==> src/ccrt_pkg.sv <==
`timescale 1ns / 1ps
// ----------------------------------------------------------------------------
// Character-class run tokenizer package
// Shared widths, byte codes, run-state codes and the interface structs used
// between the classifier, the tokenizer core and the top level.
// ----------------------------------------------------------------------------
package ccrt_pkg;

    // Field widths of the result items.
    localparam int LEN_W = 20;
    localparam int OFF_W = 20;
    localparam int POS_W = 21;

    // Source size limit; byte offsets stop at the smaller of this minus one
    // and the largest value the offset field can hold.
    localparam longint MAX_SOURCE_BYTES = 1048576;
    localparam longint OFF_FIELD_MAX    = (longint'(1) << OFF_W) - 1;
    localparam logic [OFF_W-1:0] OFF_LIMIT = OFF_W'(
        (MAX_SOURCE_BYTES - 1) < OFF_FIELD_MAX ? (MAX_SOURCE_BYTES - 1) : OFF_FIELD_MAX);

    // Saturation points for length and position counters.
    localparam logic [LEN_W-1:0] LEN_MAX = {LEN_W{1'b1}};
    localparam logic [POS_W-1:0] POS_MAX = POS_W'(1) << (POS_W - 1);
    localparam logic [POS_W-1:0] POS_ONE = POS_W'(1);

    // Input kind codes.
    localparam logic KIND_BYTE = 1'b0;
    localparam logic KIND_END  = 1'b1;

    // Result kind codes.
    localparam logic RK_TOKEN = 1'b0;
    localparam logic RK_ERROR = 1'b1;

    // Run state codes: idle, pending run of one of four classes, halted.
    localparam logic [2:0] RUN_IDLE  = 3'd0;
    localparam logic [2:0] RUN_IDENT = 3'd1;
    localparam logic [2:0] RUN_NUM   = 3'd2;
    localparam logic [2:0] RUN_QUOTE = 3'd3;
    localparam logic [2:0] RUN_OPER  = 3'd4;
    localparam logic [2:0] RUN_HALT  = 3'd5;

    // Byte codes with special meaning.
    localparam logic [7:0] CH_NUL   = 8'h00;
    localparam logic [7:0] CH_TAB   = 8'h09;
    localparam logic [7:0] CH_LF    = 8'h0A;
    localparam logic [7:0] CH_CR    = 8'h0D;
    localparam logic [7:0] CH_SPACE = 8'h20;
    localparam logic [7:0] CH_DQUOTE = 8'h22;
    localparam logic [7:0] CH_DOLLAR = 8'h24;
    localparam logic [7:0] CH_SQUOTE = 8'h27;
    localparam logic [7:0] CH_UNDER  = 8'h5F;

    // Classification of one input item.
    typedef struct packed {
        logic       is_end;
        logic       is_newline;
        logic       is_blank;
        logic [2:0] run_code;   // RUN_IDLE when the byte has no class
    } ccrt_class_t;

    // Result produced by one step.
    typedef struct packed {
        logic             emit;
        logic             result_kind;
        logic [1:0]       token_class;
        logic [LEN_W-1:0] token_length;
        logic [OFF_W-1:0] start_offset;
        logic [POS_W-1:0] line_number;
        logic [POS_W-1:0] column_number;
    } ccrt_result_t;

endpackage

==> src/ccrt_classify.sv <==
`timescale 1ns / 1ps
// ----------------------------------------------------------------------------
// Character classifier
// Decodes one input item into end, newline and blank flags and a run class.
// ----------------------------------------------------------------------------
module ccrt_classify
(
    input  logic                 kind,
    input  logic [7:0]           char_byte,
    output ccrt_pkg::ccrt_class_t cls
);

    logic [2:0] run_code;

    // Map the byte to its character class.
    always_comb
    begin
        unique case (char_byte) inside
            [8'h61:8'h7A], [8'h41:8'h5A], ccrt_pkg::CH_UNDER, ccrt_pkg::CH_DOLLAR,
            [8'h80:8'hFF]:
                run_code = ccrt_pkg::RUN_IDENT;
            [8'h30:8'h39]:
                run_code = ccrt_pkg::RUN_NUM;
            ccrt_pkg::CH_DQUOTE, ccrt_pkg::CH_SQUOTE:
                run_code = ccrt_pkg::RUN_QUOTE;
            // + - * / = ! < > & | ? . , ; : % ( ) { } [ ]
            8'h2B, 8'h2D, 8'h2A, 8'h2F, 8'h3D, 8'h21, 8'h3C, 8'h3E, 8'h26, 8'h7C,
            8'h3F, 8'h2E, 8'h2C, 8'h3B, 8'h3A, 8'h25, 8'h28, 8'h29, 8'h7B, 8'h7D,
            8'h5B, 8'h5D:
                run_code = ccrt_pkg::RUN_OPER;
            default:
                run_code = ccrt_pkg::RUN_IDLE;
        endcase
    end

    // A zero byte counts as an end item.
    assign cls.is_end     = (kind == ccrt_pkg::KIND_END) || (char_byte == ccrt_pkg::CH_NUL);
    assign cls.is_newline = (char_byte == ccrt_pkg::CH_LF);
    assign cls.is_blank   = (char_byte == ccrt_pkg::CH_SPACE) ||
                            (char_byte == ccrt_pkg::CH_TAB) ||
                            (char_byte == ccrt_pkg::CH_CR);
    assign cls.run_code   = run_code;

endmodule

==> src/ccrt_core.sv <==
`timescale 1ns / 1ps
// ----------------------------------------------------------------------------
// Tokenizer core
// Holds the pending run and the source position, and on each step works out
// the next state and at most one token or error result.
// ----------------------------------------------------------------------------
module ccrt_core
#(
    parameter longint MAX_SOURCE_BYTES = ccrt_pkg::MAX_SOURCE_BYTES
)
(
    input  logic                   clk,
    input  logic                   rst_n,
    input  logic                   step,
    input  ccrt_pkg::ccrt_class_t  cls,
    output ccrt_pkg::ccrt_result_t res
);

    // Byte offsets stop at the smaller of the source limit minus one and the
    // largest value the offset field can hold.
    localparam longint OFF_LIMIT_FULL =
        ((MAX_SOURCE_BYTES - 1) < ccrt_pkg::OFF_FIELD_MAX) ? (MAX_SOURCE_BYTES - 1)
                                                           : ccrt_pkg::OFF_FIELD_MAX;
    localparam logic [ccrt_pkg::OFF_W-1:0] OFF_LIMIT = OFF_LIMIT_FULL[ccrt_pkg::OFF_W-1:0];

    logic [2:0]                   run_class_reg,  run_class_next;
    logic [ccrt_pkg::LEN_W-1:0]   run_length_reg, run_length_next;
    logic [ccrt_pkg::OFF_W-1:0]   run_off_reg,    run_off_next;
    logic [ccrt_pkg::POS_W-1:0]   run_line_reg,   run_line_next;
    logic [ccrt_pkg::POS_W-1:0]   run_col_reg,    run_col_next;
    logic [ccrt_pkg::POS_W-1:0]   cur_line_reg,   cur_line_next;
    logic [ccrt_pkg::POS_W-1:0]   cur_col_reg,    cur_col_next;
    logic [ccrt_pkg::OFF_W-1:0]   byte_off_reg,   byte_off_next;

    logic                         pending;
    logic [2:0]                   token_code;
    logic [ccrt_pkg::LEN_W-1:0]   len_inc;
    logic [ccrt_pkg::POS_W-1:0]   line_inc;
    logic [ccrt_pkg::POS_W-1:0]   col_inc;
    logic [ccrt_pkg::OFF_W-1:0]   off_inc;

    // A run holds a token worth reporting.
    assign pending = (run_class_reg >= ccrt_pkg::RUN_IDENT) &&
                     (run_class_reg <= ccrt_pkg::RUN_OPER) &&
                     (run_length_reg != '0);
    assign token_code = run_class_reg - 3'd1;

    // Saturating increments.
    assign len_inc  = (run_length_reg != ccrt_pkg::LEN_MAX) ? run_length_reg + 1'b1
                                                            : ccrt_pkg::LEN_MAX;
    assign line_inc = (cur_line_reg < ccrt_pkg::POS_MAX) ? cur_line_reg + 1'b1
                                                          : ccrt_pkg::POS_MAX;
    assign col_inc  = (cur_col_reg < ccrt_pkg::POS_MAX) ? cur_col_reg + 1'b1
                                                         : ccrt_pkg::POS_MAX;
    assign off_inc  = (byte_off_reg < OFF_LIMIT) ? byte_off_reg + 1'b1
                                                 : OFF_LIMIT;

    // Next state and result for one item.
    always_comb
    begin
        run_class_next  = run_class_reg;
        run_length_next = run_length_reg;
        run_off_next    = run_off_reg;
        run_line_next   = run_line_reg;
        run_col_next    = run_col_reg;
        cur_line_next   = cur_line_reg;
        cur_col_next    = cur_col_reg;
        byte_off_next   = byte_off_reg;

        // Default result is the pending token; emit decides if it goes out.
        res.emit          = 1'b0;
        res.result_kind   = ccrt_pkg::RK_TOKEN;
        res.token_class   = token_code[1:0];
        res.token_length  = run_length_reg;
        res.start_offset  = run_off_reg;
        res.line_number   = run_line_reg;
        res.column_number = run_col_reg;

        if (cls.is_end)
        begin
            // Flush unless halted, then return every position to its start.
            res.emit        = pending;
            run_class_next  = ccrt_pkg::RUN_IDLE;
            run_length_next = '0;
            run_off_next    = '0;
            run_line_next   = ccrt_pkg::POS_ONE;
            run_col_next    = ccrt_pkg::POS_ONE;
            cur_line_next   = ccrt_pkg::POS_ONE;
            cur_col_next    = ccrt_pkg::POS_ONE;
            byte_off_next   = '0;
        end
        else if (run_class_reg == ccrt_pkg::RUN_HALT)
        begin
            // Halted: source bytes are dropped.
        end
        else if (cls.is_newline || cls.is_blank)
        begin
            res.emit        = pending;
            run_class_next  = ccrt_pkg::RUN_IDLE;
            run_length_next = '0;
            if (cls.is_newline)
            begin
                cur_line_next = line_inc;
                cur_col_next  = ccrt_pkg::POS_ONE;
            end
            else
            begin
                cur_col_next = col_inc;
            end
            byte_off_next = off_inc;
        end
        else if (cls.run_code == ccrt_pkg::RUN_IDLE)
        begin
            // Unknown byte: report its position and halt; the run is dropped.
            res.emit          = 1'b1;
            res.result_kind   = ccrt_pkg::RK_ERROR;
            res.token_class   = '0;
            res.token_length  = '0;
            res.start_offset  = '0;
            res.line_number   = cur_line_reg;
            res.column_number = cur_col_reg;
            run_class_next    = ccrt_pkg::RUN_HALT;
            run_length_next   = '0;
        end
        else
        begin
            if ((run_class_reg == cls.run_code) && (run_length_reg != '0))
            begin
                run_length_next = len_inc;
            end
            else
            begin
                // Class change closes the old run and opens a new one here.
                res.emit        = pending;
                run_class_next  = cls.run_code;
                run_length_next = ccrt_pkg::LEN_W'(1);
                run_off_next    = byte_off_reg;
                run_line_next   = cur_line_reg;
                run_col_next    = cur_col_reg;
            end
            cur_col_next  = col_inc;
            byte_off_next = off_inc;
        end
    end

    // State registers.
    always_ff @(posedge clk or negedge rst_n)
    begin
        if (!rst_n)
        begin
            run_class_reg  <= ccrt_pkg::RUN_IDLE;
            run_length_reg <= '0;
            run_off_reg    <= '0;
            run_line_reg   <= ccrt_pkg::POS_ONE;
            run_col_reg    <= ccrt_pkg::POS_ONE;
            cur_line_reg   <= ccrt_pkg::POS_ONE;
            cur_col_reg    <= ccrt_pkg::POS_ONE;
            byte_off_reg   <= '0;
        end
        else if (step)
        begin
            run_class_reg  <= run_class_next;
            run_length_reg <= run_length_next;
            run_off_reg    <= run_off_next;
            run_line_reg   <= run_line_next;
            run_col_reg    <= run_col_next;
            cur_line_reg   <= cur_line_next;
            cur_col_reg    <= cur_col_next;
            byte_off_reg   <= byte_off_next;
        end
    end

endmodule

==> src/char_class_run_tokenizer.sv <==
`timescale 1ns / 1ps
// ----------------------------------------------------------------------------
// Character-class run tokenizer
// Groups a byte stream into identifier, number, quote and operator tokens
// and reports lexical errors with their line and column.
// ----------------------------------------------------------------------------
// The block takes one request per cycle and gives at most one result per
// request; a request passes through an input register, one step of classify
// and compare logic, and a result register. While a result waits for the
// consumer, the request in the input register is held and in_ready drops once
// that register is full. A token is reported when the byte that closes it
// (blank, newline, class change or end) is processed; after an error result
// the block drops bytes until an end request, which also resets line, column
// and offset.
module char_class_run_tokenizer
#(
    parameter longint MAX_SOURCE_BYTES = ccrt_pkg::MAX_SOURCE_BYTES
)
(
    input  logic                          clk,
    input  logic                          rst_n,
    input  logic                          in_valid,
    output logic                          in_ready,
    input  logic                          kind,
    input  logic [7:0]                    char_byte,
    output logic                          out_valid,
    input  logic                          out_ready,
    output logic                          result_kind,
    output logic [1:0]                    token_class,
    output logic [ccrt_pkg::LEN_W-1:0]    token_length,
    output logic [ccrt_pkg::OFF_W-1:0]    start_offset,
    output logic [ccrt_pkg::POS_W-1:0]    line_number,
    output logic [ccrt_pkg::POS_W-1:0]    column_number
);

    logic                   in_valid_reg;
    logic                   kind_reg;
    logic [7:0]             byte_reg;
    logic                   out_valid_reg;
    ccrt_pkg::ccrt_result_t out_reg;
    ccrt_pkg::ccrt_class_t  cls;
    ccrt_pkg::ccrt_result_t res;
    logic                   step;
    logic                   in_take;

    // A held request advances when the result register is free or draining.
    assign step     = in_valid_reg && (!out_valid_reg || out_ready);
    assign in_ready = !in_valid_reg || step;
    assign in_take  = in_valid && in_ready;

    // Input register.
    always_ff @(posedge clk or negedge rst_n)
    begin
        if (!rst_n)
        begin
            in_valid_reg <= 1'b0;
        end
        else if (in_take)
        begin
            in_valid_reg <= 1'b1;
        end
        else if (step)
        begin
            in_valid_reg <= 1'b0;
        end
    end

    always_ff @(posedge clk)
    begin
        if (in_take)
        begin
            kind_reg <= kind;
            byte_reg <= char_byte;
        end
    end

    ccrt_classify u_classify
    (
        .kind      (kind_reg),
        .char_byte (byte_reg),
        .cls       (cls)
    );

    ccrt_core
    #(
        .MAX_SOURCE_BYTES (MAX_SOURCE_BYTES)
    )
    u_core
    (
        .clk   (clk),
        .rst_n (rst_n),
        .step  (step),
        .cls   (cls),
        .res   (res)
    );

    // Result register.
    always_ff @(posedge clk or negedge rst_n)
    begin
        if (!rst_n)
        begin
            out_valid_reg <= 1'b0;
        end
        else if (step && res.emit)
        begin
            out_valid_reg <= 1'b1;
        end
        else if (out_ready)
        begin
            out_valid_reg <= 1'b0;
        end
    end

    always_ff @(posedge clk)
    begin
        if (step && res.emit)
        begin
            out_reg <= res;
        end
    end

    assign out_valid     = out_valid_reg;
    assign result_kind   = out_reg.result_kind;
    assign token_class   = out_reg.token_class;
    assign token_length  = out_reg.token_length;
    assign start_offset  = out_reg.start_offset;
    assign line_number   = out_reg.line_number;
    assign column_number = out_reg.column_number;

`ifndef ASSERT_OFF
    // An error result carries only its position.
    assert property (@(posedge clk) disable iff (!rst_n)
        (out_valid && result_kind == ccrt_pkg::RK_ERROR) |->
            (token_class == 2'd0 && token_length == '0 && start_offset == '0))
        else $error("error result carries token fields");

    // A token result always holds at least one byte.
    assert property (@(posedge clk) disable iff (!rst_n)
        (out_valid && result_kind == ccrt_pkg::RK_TOKEN) |-> (token_length != '0))
        else $error("empty token reported");

    // Line and column count from one.
    assert property (@(posedge clk) disable iff (!rst_n)
        out_valid |-> (line_number != '0 && column_number != '0))
        else $error("zero line or column in result");

    // A result is only loaded while a request is being processed.
    assert property (@(posedge clk) disable iff (!rst_n)
        (!out_valid_reg && !step) |=> !out_valid_reg)
        else $error("result appeared without a request");
`endif

endmodule
==> config.mk <==
export PLATFORM = sky130hd
export DESIGN_NAME = char_class_run_tokenizer
export DESIGN_NICKNAME = d
export VERILOG_FILES = /design/src/ccrt_pkg.sv /design/src/ccrt_classify.sv /design/src/ccrt_core.sv /design/src/char_class_run_tokenizer.sv
export SDC_FILE = /design/constraint.sdc
export NUM_CORES = 1
export LEC_CHECK = 0
export CORE_MARGIN = 4
export CORE_UTILIZATION = 55
export CTS_CLUSTER_SIZE = 25
export DETAILED_ROUTE_END_ITERATION = 12
export DONT_BUFFER_PORTS = 1
export PLACE_DENSITY = 0.73
export SYNTH_ARGS = -nofsm -noshare
export SYNTH_HDL_FRONTEND = slang
export SYNTH_SLANG_ARGS = --single-unit
export TNS_END_PERCENT = 5
==> constraint.sdc <==
create_clock -name clk -period 5.7 [get_ports clk]
set_input_delay 1.14 -clock clk [delete_from_list [all_inputs] [get_ports clk]]
set_output_delay 1.14 -clock clk [all_outputs]
set_load 0.005 [all_outputs]
After elaboration in Yosys (flattened, before gate mapping)
Index checks and enable logic that the tools add are counted.
{"block": "totals", "input_bits": 13, "output_inout_bits": 87, "reg_bits": 243, "elab_cells": 164}
{"block": "classes", "eq_ne": 39, "magnitude_cmp": 13, "n_mux": 55, "add_sub_neg": 5, "reduce_logical": 34}
{"operator": "2-to-1 mux 21 bit", "n": 21}
{"operator": "2-to-1 mux 20 bit", "n": 16}
{"operator": "2-to-1 mux 85 bit", "n": 2}
{"operator": "== test 8 x 6 -> 1 bit (second input constant)", "n": 21}
{"operator": "2-to-1 mux 86 bit", "n": 1}
{"operator": "2-to-1 mux 84 bit", "n": 1}
{"operator": "== test 8 x 7 -> 1 bit (second input constant)", "n": 6}
{"operator": "adder 21 x 1 -> 21 bit (second input constant)", "n": 2}
{"operator": "less-than comparator 21 bit (second input constant)", "n": 2}
{"operator": "adder 20 x 1 -> 20 bit (second input constant)", "n": 2}
{"operator": "== test 8 x 4 -> 1 bit (second input constant)", "n": 3}
{"operator": "OR reduction 22 bit", "n": 1}
{"operator": "less-than comparator 20 bit (second input constant)", "n": 1}
{"operator": "!= test 20 bit (second input constant)", "n": 1}
{"operator": "nonzero test 20 bit", "n": 1}
{"operator": ">= comparator 8 x 7 -> 1 bit (second input constant)", "n": 2}
{"operator": "less-or-equal comparator 8 x 7 -> 1 bit (second input constant)", "n": 2}
{"operator": "2-to-1 mux 3 bit", "n": 5}
{"operator": "case mux 3 bit (4 select lines)", "n": 1}
{"operator": "logical AND 1 bit", "n": 10}
{"operator": ">= comparator 8 x 6 -> 1 bit (second input constant)", "n": 1}
{"operator": ">= comparator 8 bit (second input constant)", "n": 1}
{"operator": "less-or-equal comparator 8 x 6 -> 1 bit (second input constant)", "n": 1}
{"operator": "less-or-equal comparator 8 bit (second input constant)", "n": 1}
{"operator": "other kinds (21)", "n": 41}

Depth between registers and ports, before layout
{"block": "depth", "ltp_word": 13, "mapped_depth": 11, "ltp_nobuf": 9}

Modules after synthesis
From an unflattened synthesis, not the netlist that was laid out.
{"block": "hier_totals", "hier_cells": 1178, "hier_area_um2": 11850.1}
{"module": "ccrt_core", "instances": 1, "area_each_um2": 8618.3, "cells_each": 1032, "seq_area_each_um2": 3683.5}
{"module": "char_class_run_tokenizer", "instances": 1, "area_each_um2": 2934.1, "cells_each": 104, "seq_area_each_um2": 2872.8}
{"module": "ccrt_classify", "instances": 1, "area_each_um2": 297.8, "cells_each": 42, "seq_area_each_um2": 0.0}

Least setup slack after synthesis
OpenSTA, ideal clock, no wires.
{"block": "synth_path", "kind": "flip-flop to flip-flop", "startpoint": "register byte_reg[2]", "endpoint": "register out_reg, in the netlist column_number[0] (enable)", "period_less_slack_ns": 6.216, "t_required_ns": 5.171, "arrival_ns": 5.687, "n_path_buf": 3, "setup_slack_ns": -0.516, "setup_time_ns": 0.529, "stages_incl_launch_ff": 10, "path_cell_list": "edfxtp_1 > buf_4 > xnor2_1 > a21o_1 > a221o_2 > a211oi_4 > buf_2 > buf_2 > a22oi_1 > nor2_1"}
{"block": "synth_between", "elab_chain_cells": 12, "word_cells_on_any_way": 60, "cone_classes": "order compare (8); eq/ne (31); mux (6); reduce/logical (15)"}
{"item": "from (decl)", "line": "char_class_run_tokenizer.sv:38", "text": "logic [7:0] byte_reg;"}
{"item": "from (signal assigned)", "line": "char_class_run_tokenizer.sv:73", "text": "byte_reg <= char_byte;"}
{"item": ">= comparator 8 bit (no source line), or another cell as far along"}
{"item": "logical AND 1 bit (no source line)"}
{"item": "OR reduction 5 bit", "line": "ccrt_classify.sv:18", "text": "unique case (char_byte) inside"}
{"item": "case mux 3 bit (4 select lines)", "line": "ccrt_classify.sv:18"}
{"item": "== test 3 bit", "line": "ccrt_core.sv:127", "text": "if ((run_class_reg == cls.run_code) && (run_length_reg != '0))"}
{"item": "logical AND 1 bit", "line": "ccrt_core.sv:127"}
{"item": "2-to-1 mux 1 bit", "line": "ccrt_core.sv:127"}
{"item": "2-to-1 mux 1 bit", "line": "ccrt_core.sv:112", "text": "else if (cls.run_code == ccrt_pkg::RUN_IDLE)"}
{"item": "2-to-1 mux 1 bit", "line": "ccrt_core.sv:96", "text": "else if (cls.is_newline || cls.is_blank)"}
{"item": "2-to-1 mux 86 bit", "line": "ccrt_core.sv:92", "text": "else if (run_class_reg == ccrt_pkg::RUN_HALT)"}
{"item": "2-to-1 mux 1 bit (*)", "line": "ccrt_core.sv:79", "text": "if (cls.is_end)"}
{"item": "logical AND 1 bit (*)", "line": "char_class_run_tokenizer.sv:116", "text": "if (step && res.emit)"}
{"item": "to (signal assigned)", "line": "char_class_run_tokenizer.sv:118", "text": "out_reg <= res;"}
{"item": "to (decl)", "line": "char_class_run_tokenizer.sv:40", "text": "ccrt_pkg::ccrt_result_t out_reg;"}
Every way passes the cells marked *; elsewhere a longest branch is shown, timed or not.
A chain may end at the register's enable or synchronous reset.

Final worst setup path
{"block": "layout_path", "startpoint": "register byte_reg[1]", "endpoint": "register out_reg, in the netlist start_offset[18] (enable)"}
Same word-level chain as after synthesis.

==> results_dict.tcl <==
set metrics [dict create \
    cp-end-kind "flop" \
    r2r_slack_ns 1.82 \
    worst-path-buf-inv 2 \
    p_leak_nw 5.561 \
    cpPeakStageDelay_ns 0.58 \
    r2r_end "start_offset[18]" \
    cp_max_fo 70 \
    num-fill-cells 1859 \
    post-route-min-period_ns 3.882 \
    initial_core_util_pct 55.83 \
    detail_route.wl_per_cell_um 19.57 \
    num-nets-final 1185 \
    routed_wl_mm 28.77 \
    finClkSkew_ns 0.01475 \
    grt_start_max_net_pins 150 \
    overflow 0 \
    dieArea_mm2 0.02540 \
    avgSynthCellArea_um2 10.43 \
    vias_per_cell 6.430 \
    dpl.hpwl_mm 16.94 \
    syn2layout_area_growth_pct 7.209 \
    layout_commonest_cell "dfrtp_1" \
    period_share_pct 68.10 \
    r2r-start "byte_reg[1]" \
    async_flop_share_pct 61.32 \
    post-cts-setup-buffers 0 \
    yosysWarningCount 0 \
    synth_edf_count 94 \
    drive_gt1_share_pct 14.26 \
    crit_path_top_delay_cell "edfxtp_1" \
    crit_family "compound AO/OA/AOI/OAI gates" \
    io_pins 100 \
    io_buffers 0 \
    diodes 0 \
    slew_headroom_pct 26.73 \
    synthFlopType "dfrtp_1" \
    finalHoldViolations 0 \
    drt_iter0_drc 904 \
    rsz0062_at_grt "no" \
    syn_area_mm2 0.01260 \
    required_ns 5.87 \
    die_h_um 159.4 \
    grt_pass1_wl_mm 47.45 \
    fin_util_pct 59.85 \
    clkTransAtPathRegs_ns 0.06 \
    power_density_mw_per_mm2 356.1 \
    multi_input_area_mm2 0.005411 \
    ff2ff_path_depth 9 \
    tritoncts "done" \
    mostFrequentLayoutCells "dfrtp_1, a21oi_1, edfxtp_1" \
    drcViolationCount 0 \
    yosysUniqueCellTypes 68 \
    ctsHoldBuffers 0 \
    crit_start "byte_reg[1]" \
    setup_viol 0 \
    seq_area_frac_synth_pct 52.03 \
    tightest_slew_ns 1.099 \
    postCtsResizedCells 0 \
    postSynthCellCount 1208 \
    cts-buffers-inserted 26 \
    synth_seq_cells 243 \
    hold_path.class "in -> async" \
    max-vdd-ir-drop_mv 0.3078 \
    regArea_mm2 0.006556 \
    crit_chain "nor3_2, a221oi_1, a221o_2, a211oi_4, buf_4, nor2_2, a21o_1, nor2_4, buf_12" \
    critical_path_class "reg -> reg" \
    clk_path_buf_depth 3 \
    grt_util_all_layers_pct 22.13 \
    critPathArrivalTime_ns 4.05 \
    tns_ns 0 \
    fmax_ghz 0.2576 \
    cts_sinks 243 \
    cp-start-kind "flop" \
    drtPass1Iterations 7 \
    gp_congestion 0.8504 \
    rows 55 \
    core_mm2 0.02257 \
    syn_nets 1228 \
    status "completed" \
    vias 9452 \
    maxSlewViolCount 0 \
    grt_pass1_vias 8913 \
    drv_cap 0 \
    die_w_um 159.4 \
    cts_root_buffer "clkbuf_16" \
    htree_levels 1 \
    antenna_left 0 \
    grt_antenna_before_repair 0 \
    clk_latency_ns 0.54 \
]
[layout make-up]
type / instances / area share, %
Timing Repair Buffer: 11 / 0.7039
Sequential cell: 243 / 48.53
Clock inverter: 6 / 0.1945
Inverter: 75 / 2.084
Clock buffer: 42 / 5.789
Multi-Input combinational cell: 808 / 40.06
Tap cell: 285 / 2.640
[metal layers]
layer | part of all wire (%) | vias to the layer above | track usage, %
li1 | - | 4427 | -
met5 | 0 | - | 0
met2 | 46 | 312 | 34.65
met3 | 5.3 | 43 | 3.288
met4 | 2.0 | 0 | 5.325
met1 | 47 | 4670 | 32.89
[worst max-delay path by stage]
stage	to	slack (ns)	cells past startpoint
final	start_offset[18]	1.82	9
after global routing	token_length[16]	1.60	9
after CTS	token_length[19]	1.85	9
after detailed placement	token_length[19]	1.85	9
after global placement	token_length[19]	1.94	9
after floorplan	column_number[0]	0.91	9
[Yosys cell counts (3+ instances only)]
cell type | number | area share, %
edfxtp_1 | 94 | 22
nand2b_1 | 8 | 0.40
and4_1 | 3 | 0.21
a21oi_2 | 4 | 0.28
ha_1 | 7 | 0.70
or2_2 | 4 | 0.20
clkbuf_1 | 57 | 1.7
inv_1 | 75 | 2.2
a21oi_1 | 107 | 4.2
or3_1 | 3 | 0.15
nor2b_1 | 36 | 1.8
nor2_1 | 80 | 2.4
buf_6 | 7 | 0.63
buf_2 | 11 | 0.44
and2_1 | 3 | 0.15
nor3_1 | 13 | 0.52
nand2_1 | 42 | 1.3
nor4_1 | 8 | 0.40
dfrtp_1 | 145 | 29
dfstp_2 | 4 | 0.83
o211ai_1 | 6 | 0.36
nand4_1 | 79 | 3.9
a21o_1 | 6 | 0.36
a211oi_1 | 4 | 0.24
a31oi_1 | 15 | 0.74
o22ai_1 | 3 | 0.15
mux2_1 | 7 | 0.63
xnor2_1 | 13 | 0.90
a211o_1 | 4 | 0.28
o31ai_1 | 9 | 0.54
and3_1 | 80 | 4.0
o211ai_2 | 58 | 5.8
o21ai_0 | 72 | 2.9
buf_4 | 7 | 0.42
nand3_1 | 45 | 1.8
a41oi_1 | 4 | 0.28
mux2_2 | 35 | 3.1
o41ai_1 | 4 | 0.28
a311oi_1 | 6 | 0.42
a22o_1 | 3 | 0.21
[where the power goes]
group | internal [mW] | total [mW] | switching (mW) | leakage [nW]
clock network | 0.932 | 1.60 | 0.671 | 0.397
logic | 0.228 | 0.883 | 0.655 | 2.21
registers | 2.14 | 2.33 | 0.190 | 2.95
total | 3.30 | 4.81 | 1.52 | 5.56
[stage by stage]
| stage | instances | total power, mW | hold slack (ns) | worst slack (ns) | area [um^2] |
|---|---|---|---|---|---|
| 5_1_grt | 1470 | 5.032 | 0.2951 | 1.603 | 13510 |
| 2_1_floorplan | 1208 | 2.983 | 0.4631 | 0.9115 | 12600 |
| 3_5_place_dp | 1422 | 3.238 | 0.5030 | 1.853 | 12700 |
| 4_1_cts | 1470 | 4.848 | 0.2945 | 1.848 | 13510 |
| 3_3_place_gp | 1422 | 3.225 | 0.4968 | 1.940 | 12700 |
| 6_report | 1470 | 4.811 | 0.3166 | 1.819 | 13510 |
[worst register-to-register path, cell delays in order, from the launching register on]
cell      delay [ns]
edfxtp_1        0.58
nor3_2          0.32
a221oi_1        0.11
a221o_2         0.44
a211oi_4        0.19
buf_4           0.48
nor2_2          0.21
a21o_1          0.33
nor2_4          0.40
buf_12          0.35
[kinds of logic after synthesis]
logic type / after synthesis / synth area share, %
fa+ha+maj: 7 / 0.6950
compound gates: 326 / 18.66
mux: 43 / 3.833
xor+xnor: 14 / 1.122
simple gates: 418 / 18.25
buf+inv: 157 / 5.412
flops: 243 / 52.03
(Power assumes the default switching activity.)
